==> config.mk <==
export PLATFORM = sky130hd
export DESIGN_NAME = sha1_stream_hasher_core
export DESIGN_NICKNAME = d
export VERILOG_FILES = /design/src/hdl/sha1sh_pkg.sv /design/src/hdl/sha1sh_ctrl.sv /design/src/hdl/sha1sh_dp.sv /design/src/hdl/sha1_stream_hasher_core.sv
export VERILOG_INCLUDE_DIRS = /design/src /design/src/hdl
export SDC_FILE = /design/constraint.sdc
export NUM_CORES = 2
export LEC_CHECK = 0
export BUFFER_PORTS_ARGS = -buffer_cell sky130_fd_sc_hd__buf_2
export CORE_MARGIN = 4
export CORE_UTILIZATION = 28
export CTS_CLUSTER_SIZE = 8
export DETAILED_ROUTE_END_ITERATION = 6
export GPL_ROUTABILITY_DRIVEN = 0
export PLACE_DENSITY = 0.42
export SYNTH_ARGS = -nofsm -noshare
export SYNTH_HDL_FRONTEND = slang
export SYNTH_HIERARCHICAL = 1
export SYNTH_SLANG_ARGS = --single-unit
==> constraint.sdc <==
create_clock -name clk_i -period 55.5 [get_ports clk_i]
set_input_delay 2.775 -clock clk_i [delete_from_list [all_inputs] [get_ports clk_i]]
set_output_delay 2.775 -clock clk_i [all_outputs]
set_load 0.05 [all_outputs]
==> src/hdl/sha1_stream_hasher_core_assert.svh <==
// Assertion macros used by the hasher control block (sha1sh_ctrl).
`ifndef SHA1_STREAM_HASHER_CORE_ASSERT_SVH
`define SHA1_STREAM_HASHER_CORE_ASSERT_SVH

// Same-cycle implication, sampled on clk_i, off during reset.
`define SHA1SH_ASSERT_IMP(lbl, ante, cons, msg) \
  lbl: assert property (@(posedge clk_i) disable iff (!rst_ni) (ante) |-> (cons)) \
    else $error(msg);

// Next-cycle implication, sampled on clk_i, off during reset.
`define SHA1SH_ASSERT_NXT(lbl, ante, cons, msg) \
  lbl: assert property (@(posedge clk_i) disable iff (!rst_ni) (ante) |=> (cons)) \
    else $error(msg);

`endif

==> src/hdl/sha1sh_pkg.sv <==
`timescale 1ns / 1ps
`default_nettype none

package sha1sh_pkg;

  localparam int NumRounds   = 80;
  localparam int NumWords    = 5;
  localparam int SchedWords  = 16;
  localparam int RoundWidth  = $clog2(NumRounds);
  localparam int WordIdxW    = 3;

  localparam logic [5:0]          LastBytePos = 6'd63;
  localparam logic [5:0]          LenBytePos  = 6'd56;
  localparam logic [7:0]          PadMark     = 8'h80;
  localparam logic [WordIdxW-1:0] LastWordIdx = WordIdxW'(NumWords - 1);

  localparam logic [31:0] ChainInit [NumWords] = '{
    32'h67452301, 32'hefcdab89, 32'h98badcfe, 32'h10325476, 32'hc3d2e1f0
  };

  typedef enum logic [2:0] {
    ST_IDLE,
    ST_MARK,
    ST_ZERO,
    ST_LEN,
    ST_ROUND,
    ST_ADD,
    ST_OUT
  } state_e;

  typedef enum logic [1:0] {
    SRC_IN,
    SRC_MARK,
    SRC_ZERO,
    SRC_LEN
  } byte_src_e;

  typedef enum logic [1:0] {
    GRP_CHOOSE,
    GRP_PARITY0,
    GRP_MAJORITY,
    GRP_PARITY1
  } round_grp_e;

  typedef struct packed {
    logic                push;
    byte_src_e           src;
    logic                load_work;
    logic                round;
    round_grp_e          grp;
    logic                add;
    logic                finish;
    logic [WordIdxW-1:0] out_idx;
  } cmd_t;

  typedef struct packed {
    logic [5:0] pos;
  } status_t;

  function automatic logic [31:0] round_const(round_grp_e grp);
    logic [31:0] k;
    case (grp)
      GRP_CHOOSE:   k = 32'h5a827999;
      GRP_PARITY0:  k = 32'h6ed9eba1;
      GRP_MAJORITY: k = 32'h8f1bbcdc;
      GRP_PARITY1:  k = 32'hca62c1d6;
      default:      k = 32'h5a827999;
    endcase
    return k;
  endfunction

endpackage

`default_nettype wire

==> src/hdl/sha1sh_ctrl.sv <==
`timescale 1ns / 1ps
`default_nettype none

`include "sha1_stream_hasher_core_assert.svh"

module sha1sh_ctrl import sha1sh_pkg::*; (
  input  wire logic                clk_i,
  input  wire logic                rst_ni,
  input  wire logic                in_valid_i,
  output      logic                in_ready_o,
  input  wire logic                byte_valid_i,
  input  wire logic                end_of_message_i,
  output      logic                out_valid_o,
  input  wire logic                out_ready_i,
  output      logic [WordIdxW-1:0] word_index_o,
  output      logic                last_word_o,
  input  wire status_t             status_i,
  output      cmd_t                cmd_o
);

  state_e                state_q, state_d;
  state_e                ret_q, ret_d;
  logic [RoundWidth-1:0] rnd_q, rnd_d;
  logic [WordIdxW-1:0]   widx_q, widx_d;
  logic                  blk_full;

  assign blk_full     = (status_i.pos == LastBytePos);
  assign word_index_o = widx_q;
  assign last_word_o  = (widx_q == LastWordIdx);

  always_ff @(posedge clk_i or negedge rst_ni) begin
    if (!rst_ni) begin
      state_q <= ST_IDLE;
      ret_q   <= ST_IDLE;
      rnd_q   <= '0;
      widx_q  <= '0;
    end else begin
      state_q <= state_d;
      ret_q   <= ret_d;
      rnd_q   <= rnd_d;
      widx_q  <= widx_d;
    end
  end

  always_comb begin
    state_d     = state_q;
    ret_d       = ret_q;
    rnd_d       = rnd_q;
    widx_d      = widx_q;
    in_ready_o  = 1'b0;
    out_valid_o = 1'b0;
    cmd_o       = '0;
    cmd_o.src   = SRC_IN;
    cmd_o.grp   = GRP_CHOOSE;
    cmd_o.out_idx = widx_q;

    if (rnd_q inside {[7'd0:7'd19]}) begin
      cmd_o.grp = GRP_CHOOSE;
    end else if (rnd_q inside {[7'd20:7'd39]}) begin
      cmd_o.grp = GRP_PARITY0;
    end else if (rnd_q inside {[7'd40:7'd59]}) begin
      cmd_o.grp = GRP_MAJORITY;
    end else begin
      cmd_o.grp = GRP_PARITY1;
    end

    case (state_q)
      ST_IDLE: begin
        in_ready_o = 1'b1;
        if (in_valid_i) begin
          if (byte_valid_i) begin
            cmd_o.push = 1'b1;
            cmd_o.src  = SRC_IN;
          end
          if (byte_valid_i && blk_full) begin
            cmd_o.load_work = 1'b1;
            state_d = ST_ROUND;
            ret_d   = end_of_message_i ? ST_MARK : ST_IDLE;
          end else if (end_of_message_i) begin
            state_d = ST_MARK;
          end
        end
      end
      ST_MARK: begin
        cmd_o.push = 1'b1;
        cmd_o.src  = SRC_MARK;
        if (blk_full) begin
          cmd_o.load_work = 1'b1;
          state_d = ST_ROUND;
          ret_d   = ST_ZERO;
        end else begin
          state_d = ST_ZERO;
        end
      end
      ST_ZERO: begin
        if (status_i.pos == LenBytePos) begin
          state_d = ST_LEN;
        end else begin
          cmd_o.push = 1'b1;
          cmd_o.src  = SRC_ZERO;
          if (blk_full) begin
            cmd_o.load_work = 1'b1;
            state_d = ST_ROUND;
            ret_d   = ST_ZERO;
          end
        end
      end
      ST_LEN: begin
        cmd_o.push = 1'b1;
        cmd_o.src  = SRC_LEN;
        if (blk_full) begin
          cmd_o.load_work = 1'b1;
          state_d = ST_ROUND;
          ret_d   = ST_OUT;
        end
      end
      ST_ROUND: begin
        cmd_o.round = 1'b1;
        if (rnd_q == RoundWidth'(NumRounds - 1)) begin
          rnd_d   = '0;
          state_d = ST_ADD;
        end else begin
          rnd_d = rnd_q + 7'd1;
        end
      end
      ST_ADD: begin
        cmd_o.add = 1'b1;
        state_d   = ret_q;
      end
      ST_OUT: begin
        out_valid_o = 1'b1;
        if (out_ready_i) begin
          if (last_word_o) begin
            cmd_o.finish = 1'b1;
            widx_d  = '0;
            state_d = ST_IDLE;
          end else begin
            widx_d = widx_q + 3'd1;
          end
        end
      end
      default: begin
        state_d = ST_IDLE;
      end
    endcase
  end

  `SHA1SH_ASSERT_IMP(a_rnd_in_range, state_q == ST_ROUND, rnd_q < RoundWidth'(NumRounds), "round count out of range")
  `SHA1SH_ASSERT_IMP(a_rnd_idle, state_q != ST_ROUND, rnd_q == '0, "round count not cleared")
  `SHA1SH_ASSERT_NXT(a_full_compress, cmd_o.push && blk_full, state_q == ST_ROUND, "full block did not start compression")
  `SHA1SH_ASSERT_NXT(a_add_return, state_q == ST_ADD, state_q == $past(ret_q), "compression returned to wrong state")
  `SHA1SH_ASSERT_NXT(a_last_idle, out_valid_o && out_ready_i && last_word_o, (state_q == ST_IDLE) && (widx_q == '0), "digest end did not return to idle")

endmodule

`default_nettype wire

==> src/hdl/sha1sh_dp.sv <==
`timescale 1ns / 1ps
`default_nettype none

module sha1sh_dp import sha1sh_pkg::*; (
  input  wire logic        clk_i,
  input  wire logic        rst_ni,
  input  wire logic [7:0]  byte_value_i,
  input  wire cmd_t        cmd_i,
  output      status_t     status_o,
  output      logic [31:0] digest_word_o
);

  logic [31:0] h_q [NumWords];
  logic [63:0] count_q;
  logic [31:0] w_q [SchedWords];
  logic [23:0] acc_q;
  logic [63:0] len_q;
  logic [31:0] a_q, b_q, c_q, d_q, e_q;

  logic [7:0]  push_byte;
  logic [31:0] sched_mix;
  logic [31:0] sched_new;
  logic [31:0] f_val;
  logic [31:0] t_val;

  assign status_o.pos  = count_q[5:0];
  assign digest_word_o = h_q[cmd_i.out_idx];

  always_comb begin
    case (cmd_i.src)
      SRC_IN:   push_byte = byte_value_i;
      SRC_MARK: push_byte = PadMark;
      SRC_ZERO: push_byte = 8'h00;
      SRC_LEN:  push_byte = len_q[63:56];
      default:  push_byte = 8'h00;
    endcase
  end

  assign sched_mix = w_q[13] ^ w_q[8] ^ w_q[2] ^ w_q[0];
  assign sched_new = {sched_mix[30:0], sched_mix[31]};

  always_comb begin
    case (cmd_i.grp)
      GRP_CHOOSE:   f_val = (b_q & c_q) | (~b_q & d_q);
      GRP_MAJORITY: f_val = (b_q & c_q) | (b_q & d_q) | (c_q & d_q);
      default:      f_val = b_q ^ c_q ^ d_q;
    endcase
  end

  assign t_val = {a_q[26:0], a_q[31:27]} + f_val + e_q + round_const(cmd_i.grp) + w_q[0];

  always_ff @(posedge clk_i or negedge rst_ni) begin
    if (!rst_ni) begin
      h_q     <= ChainInit;
      count_q <= '0;
    end else begin
      if (cmd_i.finish) begin
        h_q     <= ChainInit;
        count_q <= '0;
      end else begin
        if (cmd_i.push) begin
          count_q <= count_q + 64'd1;
        end
        if (cmd_i.add) begin
          h_q[0] <= h_q[0] + a_q;
          h_q[1] <= h_q[1] + b_q;
          h_q[2] <= h_q[2] + c_q;
          h_q[3] <= h_q[3] + d_q;
          h_q[4] <= h_q[4] + e_q;
        end
      end
    end
  end

  always_ff @(posedge clk_i) begin
    if (cmd_i.push) begin
      if (count_q[1:0] == 2'd3) begin
        for (int i = 0; i < SchedWords - 1; i++) begin
          w_q[i] <= w_q[i+1];
        end
        w_q[SchedWords-1] <= {acc_q, push_byte};
      end else begin
        acc_q <= {acc_q[15:0], push_byte};
      end
      if (cmd_i.src == SRC_MARK) begin
        len_q <= {count_q[60:0], 3'b000};
      end else if (cmd_i.src == SRC_LEN) begin
        len_q <= {len_q[55:0], 8'h00};
      end
    end else if (cmd_i.round) begin
      for (int i = 0; i < SchedWords - 1; i++) begin
        w_q[i] <= w_q[i+1];
      end
      w_q[SchedWords-1] <= sched_new;
    end

    if (cmd_i.load_work) begin
      a_q <= h_q[0];
      b_q <= h_q[1];
      c_q <= h_q[2];
      d_q <= h_q[3];
      e_q <= h_q[4];
    end else if (cmd_i.round) begin
      a_q <= t_val;
      b_q <= a_q;
      c_q <= {b_q[1:0], b_q[31:2]};
      d_q <= c_q;
      e_q <= d_q;
    end
  end

endmodule

`default_nettype wire

==> src/hdl/sha1_stream_hasher_core.sv <==
// Streaming SHA-1 hasher. Each input transfer carries at most one message byte and an
// end-of-message flag; bytes are accepted one per cycle while the core is idle. Every
// 64th byte starts a compression on a single round unit (80 rounds at one per cycle,
// then the chaining add), during which in_ready_o is low. After an end-of-message
// transfer the core appends padding and the length one byte per cycle, except while a
// compression runs, with one step that pushes no byte before the length (at most 72
// bytes), runs one or two compressions, and then presents the five digest words, word 0
// first, with last_word_o set on word 4; the next message is accepted once the last
// word transfer completes.
`timescale 1ns / 1ps
`default_nettype none

module sha1_stream_hasher_core import sha1sh_pkg::*; (
  input  wire logic                clk_i,
  input  wire logic                rst_ni,
  input  wire logic                in_valid_i,
  output      logic                in_ready_o,
  input  wire logic [7:0]          byte_value_i,
  input  wire logic                byte_valid_i,
  input  wire logic                end_of_message_i,
  output      logic                out_valid_o,
  input  wire logic                out_ready_i,
  output      logic [31:0]         digest_word_o,
  output      logic [WordIdxW-1:0] word_index_o,
  output      logic                last_word_o
);

  cmd_t    cmd;
  status_t status;

  sha1sh_ctrl u_ctrl (
    .clk_i            (clk_i),
    .rst_ni           (rst_ni),
    .in_valid_i       (in_valid_i),
    .in_ready_o       (in_ready_o),
    .byte_valid_i     (byte_valid_i),
    .end_of_message_i (end_of_message_i),
    .out_valid_o      (out_valid_o),
    .out_ready_i      (out_ready_i),
    .word_index_o     (word_index_o),
    .last_word_o      (last_word_o),
    .status_i         (status),
    .cmd_o            (cmd)
  );

  sha1sh_dp u_dp (
    .clk_i         (clk_i),
    .rst_ni        (rst_ni),
    .byte_value_i  (byte_value_i),
    .cmd_i         (cmd),
    .status_o      (status),
    .digest_word_o (digest_word_o)
  );

endmodule

`default_nettype wire
* Yosys cells after proc, flatten, opt, wreduce, memory -nomap -nowiden *
Memories as Yosys holds them, arrays and structs flattened.
Index checks and enable logic that the tools add are counted.

cells by class
  $add $sub $neg = 12
  $lt $le $gt $ge = 7
  equal/unequal tests = 25
  multiplexer cells = 79
  bitwise logic cells = 31
  reductions and logical operators = 17

operator list
  operator                                                               number
  32-bit 2-to-1 mux                                                      28
  160-bit 2-to-1 mux                                                     2
  32-bit adder                                                           9
  64-bit 2-to-1 mux                                                      4
  32-bit bitwise XOR                                                     5
  32-bit bitwise AND                                                     4
  32-bit one-hot mux with 4 select lines                                 1
  32-bit binary-select mux with 3-bit select                             1
  32-bit OR                                                              3
  64-bit by 1-bit adder with 64-bit output, second input constant        1
  32-bit one-hot mux with 2 select lines                                 1
  3-bit 2-to-1 mux                                                       16
  32-bit inverter                                                        1
  8-bit one-hot mux with 4 select lines                                  1
  3-bit one-hot mux with 7 select lines                                  1
  1-bit 2-to-1 mux                                                       17
  1-bit OR                                                               16
  4-bit one-hot mux with 4 select lines                                  1
  7-bit by 6-bit <= comparator with 1-bit output, second input constant  2
  3-bit equality test, second input constant                             4
  6-bit equality test, second input constant                             2
  3-bit one-hot mux with 4 select lines                                  1
  2-bit equality test, second input constant                             5
  5-bit AND reduction                                                    2
  25 further kinds                                                       43

storage, ports and cells
  flip-flop bits (word level) = 485
  memory bits (writable) = 512
  input port bits = 14
  output and inout port bits = 38
  logic and storage cells = 189
  memories kept = 1

memory list
  name      depth  bits a word  rd ports  clocked after memory_dff  write ports  line             source
  u_dp.w_q  16     32           16        0                         16           sha1sh_dp.sv:15  logic [31:0] w_q [SchedWords];

* Logic depth before layout (Yosys ltp) *
  depth after elaboration = 13
  gate-level depth with buffers = 29
  depth with buffers taken out = 26

* Hierarchy *
The synthesis kept the hierarchy.

modules (own cells, without submodules)
  module       instances  cells an instance  area each (um^2)  seq. area each (um^2)
  sha1sh_dp    1          4281               49976.7           28362.2
  sha1sh_ctrl  1          133                1177.4            400.4

* Worst setup path after synthesis *
Ideal clock, no wire load.

  path type = in2reg
  from = in in_valid_i
  to = mem u_dp.w_q[0][0] (enable)
  library setup time = 2.097 ns
  data arrival time = 38.872 ns
  path slack = 14.531 ns
  stages = 4
  path buffers = 1
  path through = a31oi_2 > a21oi_1 > buf_2 > o21ai_0

RTL lines
  what             line                           source
  start, declared  sha1_stream_hasher_core.sv:16  input wire logic in_valid_i,
  end, declared    sha1sh_dp.sv:15

==> results.sh <==
export IMPL_core_area_um2=181100
export IMPL_wire_per_inst_um=21.24
export IMPL_synth_top_family_by_area="compound AO/OA/AOI/OAI gates"
export IMPL_antenna_left=0
export IMPL_place_area_um2=54100
export IMPL_drtPass1Iterations=5
export IMPL_clk_pin_slew_ns=0.06
export IMPL_rrSetupSlack_ns=46.97
export IMPL_layout_min_cycle_time_ns=8.534
export IMPL_final_cell_mix="757 x edfxtp_1, 476 x nand2_1, 353 x inv_1"
export IMPL_leakage_nw=21.90
export IMPL_synth_ff_type="edfxtp_1"
export IMPL_drive_gt1_share_pct=9.294
export IMPL_crit_fanout=34
export IMPL_post_drt_via_cell_ratio=4.834
export IMPL_synth_simple_area_share_pct=9.965
export IMPL_final_hold_viol_count=0
export IMPL_cap_violations=0
export IMPL_tns_ns=0
export IMPL_synthCells=4414
export IMPL_nFillCells=18270
export IMPL_dieHeight_um=435.4
export IMPL_synth_mux_area_share_pct=2.852
export IMPL_required_ns=56.02
export IMPL_routed_wl_mm=147.5
export IMPL_met1Wirelength_mm=72.08
export IMPL_globalRoute_totalOverflow=0
export IMPL_synth_avg_cell_area_um2=11.59
export IMPL_synth_distinct_cells=101
export IMPL_power_density_nw_per_um2=46.66
export IMPL_worst_pin_slew_ns=1.164
export IMPL_ios=52
export IMPL_grt_max_degree=194
export IMPL_grt_pass1_wl_mm=219.8
export IMPL_synth_edf_count=757
export IMPL_highest_layer="met4"
export IMPL_drv_slew=0
export IMPL_postLayoutCellArea_um2=58320
export IMPL_cts_setup_buffers=0
export IMPL_hold_buffers=0
export IMPL_wl_met3_mm=5.494
export IMPL_min_from="u_dp/w_q[0][59]"
export IMPL_crit_top_cell="fa_1"
export IMPL_start_util_pct=28.24
export IMPL_regArea_um2=28770
export IMPL_cts_buffer_depth=3
export IMPL_synth_compound_area_share_pct=12.12
export IMPL_period_share_pct=15.38
export IMPL_hold_path_class="register to register"
export IMPL_grt_util_all_layers_pct=15.25
export IMPL_crit_slowest_cell="o31ai_1"
export IMPL_cts_root_buffer="clkbuf_16"
export IMPL_ys_warn_count=6
export IMPL_setup_violations=0
export IMPL_critPathLaunch="u_ctrl/rnd_q[0]"
export IMPL_antenna_found_initial=0
export IMPL_r2r_start="u_ctrl/rnd_q[0]"
export IMPL_cp_arrival_ns=9.05
export IMPL_syn_nets=4755
export IMPL_cts_resized=0
export IMPL_fp_row_count=156
export IMPL_die_w_um=435.4
export IMPL_layout_commonest_cell="edfxtp_1"
export IMPL_clkLatencyLatePin_ns=0.78
export IMPL_htree_levels=4
export IMPL_portBuffers=51
export IMPL_maxSlewHeadroom_pct=22.39
export IMPL_synthToLayoutAreaGrowth_pct=14.01
export IMPL_clkSinkCount=994
export IMPL_max_stage_delay_ns=0.75
export IMPL_end_kind="register"
export IMPL_nets=4824
export IMPL_skew_ns=0.04396
export IMPL_drc=0
export IMPL_drt_first_iter_violations=2663
export IMPL_grt_pass1_vias=33330
export IMPL_yosysSeqAreaShare_pct=56.23
export IMPL_wl_met2_mm=65.94
export IMPL_synth_fa_ha_area_share_pct=9.852
export IMPL_cts_tree="built"
export IMPL_dp_hpwl_mm=103.0
export IMPL_die_area_um2=189600
export IMPL_cts_made_buffers=143
export IMPL_status="finished clean"
export IMPL_rsz0062_at_grt="false"
export IMPL_vias=33570
export IMPL_multiInputGateArea_um2=20390
export IMPL_vdd_drop_max_mv=0.04640
export IMPL_ys_async_sr_fraction_pct=23.84
export IMPL_netlist_area_um2=51150
export IMPL_synth_xor_area_share_pct=4.982
export IMPL_start_kind="register"
export IMPL_critical_path_class="register to register"
export IMPL_fmax_ghz=0.1172
export IMPL_synth_seq_cells=994
-- area by class of cell --
cell class	count	area share, %
sequential	994	49.33
multi-input combinational	2893	34.96
clock buffer	223	6.810
tap	2370	5.085
inverter	359	2.319
timing repair buffer	92	1.068
clock inverter	12	0.4205
antenna	2	0.008582
-- cell usage after synthesis (11+ instances only) --
master,instances,area share (%)
edfxtp_1,757,44
nand2_1,478,3.5
inv_1,355,2.6
o21ai_0,314,3.1
nor2_1,293,2.1
a21oi_1,289,2.8
ha_1,202,4.9
xnor2_1,200,3.4
dfrtp_1,157,7.7
fa_1,125,4.9
clkbuf_1,123,0.90
mux2i_1,118,2.3
xor2_1,91,1.6
dfstp_2,80,4.1
a21o_1,71,1.0
o22ai_1,66,0.81
nand3_1,61,0.60
nor3_1,52,0.51
a211oi_1,31,0.45
and3_1,30,0.37
nand2b_1,30,0.37
o21bai_1,30,0.44
nor2b_1,28,0.34
or3_1,28,0.34
nand4_1,25,0.31
buf_1,24,0.18
o211ai_1,24,0.35
o21a_1,23,0.34
a211o_1,21,0.36
and2_1,21,0.26
mux2_2,20,0.44
a31oi_1,18,0.22
o31ai_1,18,0.26
or2_2,14,0.17
a21boi_0,13,0.19
buf_4,11,0.16
-- worst max-delay path: cells and delay by family, from the launching register on --
family / cells / cell delay [ns]
and+or+nand+nor: 2 / 0.76
buffers and inverters: 4 / 0.63
adders and majority gates: 8 / 2.73
AOI/OAI and AO/OA: 13 / 3.77
DFF: 1 / 0.40
-- worst paths after layout --
check,endpoint,cells after the start
max,u_dp/a_q[31],27
min,u_dp/w_q[0][27],0
max reg2reg,u_dp/a_q[31],27
min reg2reg,u_dp/w_q[0][27],0
max in group asynchronous,u_ctrl/word_index_o[0],2
min in group asynchronous,u_dp/h_q[100],1
-- layer usage --
metal / GRT usage (%) / vias up
met5: 0 / -
met4: 4.555 / 0
met3: 2.211 / 211
met2: 23.76 / 716
met1: 21.98 / 16810
li1: - / 15830
-- cell families after synthesis --
family	Yosys count
flip-flops	994
XOR/XNOR	291
AND/OR/NAND/NOR	1118
adder cells (fa/ha/maj)	328
buffers and inverters	527
AO/OA/AOI/OAI	1014
multiplexers	142
-- report_power, final --
part | total [W] | internal [W] | switching [W]
Clock | 0.000829 | 0.000491 | 0.000338
Sequential | 0.00120 | 0.00112 | 0.0000882
Combinational | 0.000688 | 0.000230 | 0.000458
Total | 0.00272 | 0.00184 | 0.000883
-- flip-flops by register name, summed over array words and instances (netlist names) --
signal,count
u_dp/count_q,61
u_dp/acc_q,24
u_dp/d_q,32
u_dp/len_q,61
u_dp/e_q,32
u_ctrl/ret_q,3
u_dp/b_q,32
u_dp/a_q,32
u_dp/h_q,160
u_dp/c_q,32
u_dp/w_q,512
u_ctrl/word_index_o,3
u_ctrl/rnd_q,7
u_ctrl/state_q,3
-- through the flow --
| stage | total power [W] | std cells | hold WS (ns) | utilization (%) | setup slack (ns) |
|---|---|---|---|---|---|
| 2_1_floorplan | 0.001945 | 4414 | 0.4003 | - | 14.53 |
| 3_3_place_gp | 0.001912 | 6708 | 0.4000 | 29.87 | 47.02 |
| 3_5_place_dp | 0.001915 | 6708 | 0.4045 | 29.87 | 46.92 |
| 4_1_cts | 0.002771 | 6943 | 0.3786 | 32.19 | 46.91 |
| 5_1_grt | 0.002883 | 6943 | 0.3870 | 32.19 | 46.42 |
| 6_report | 0.002721 | 6945 | 0.3800 | 32.20 | 46.97 |
Power figures use the tool's default switching activity.
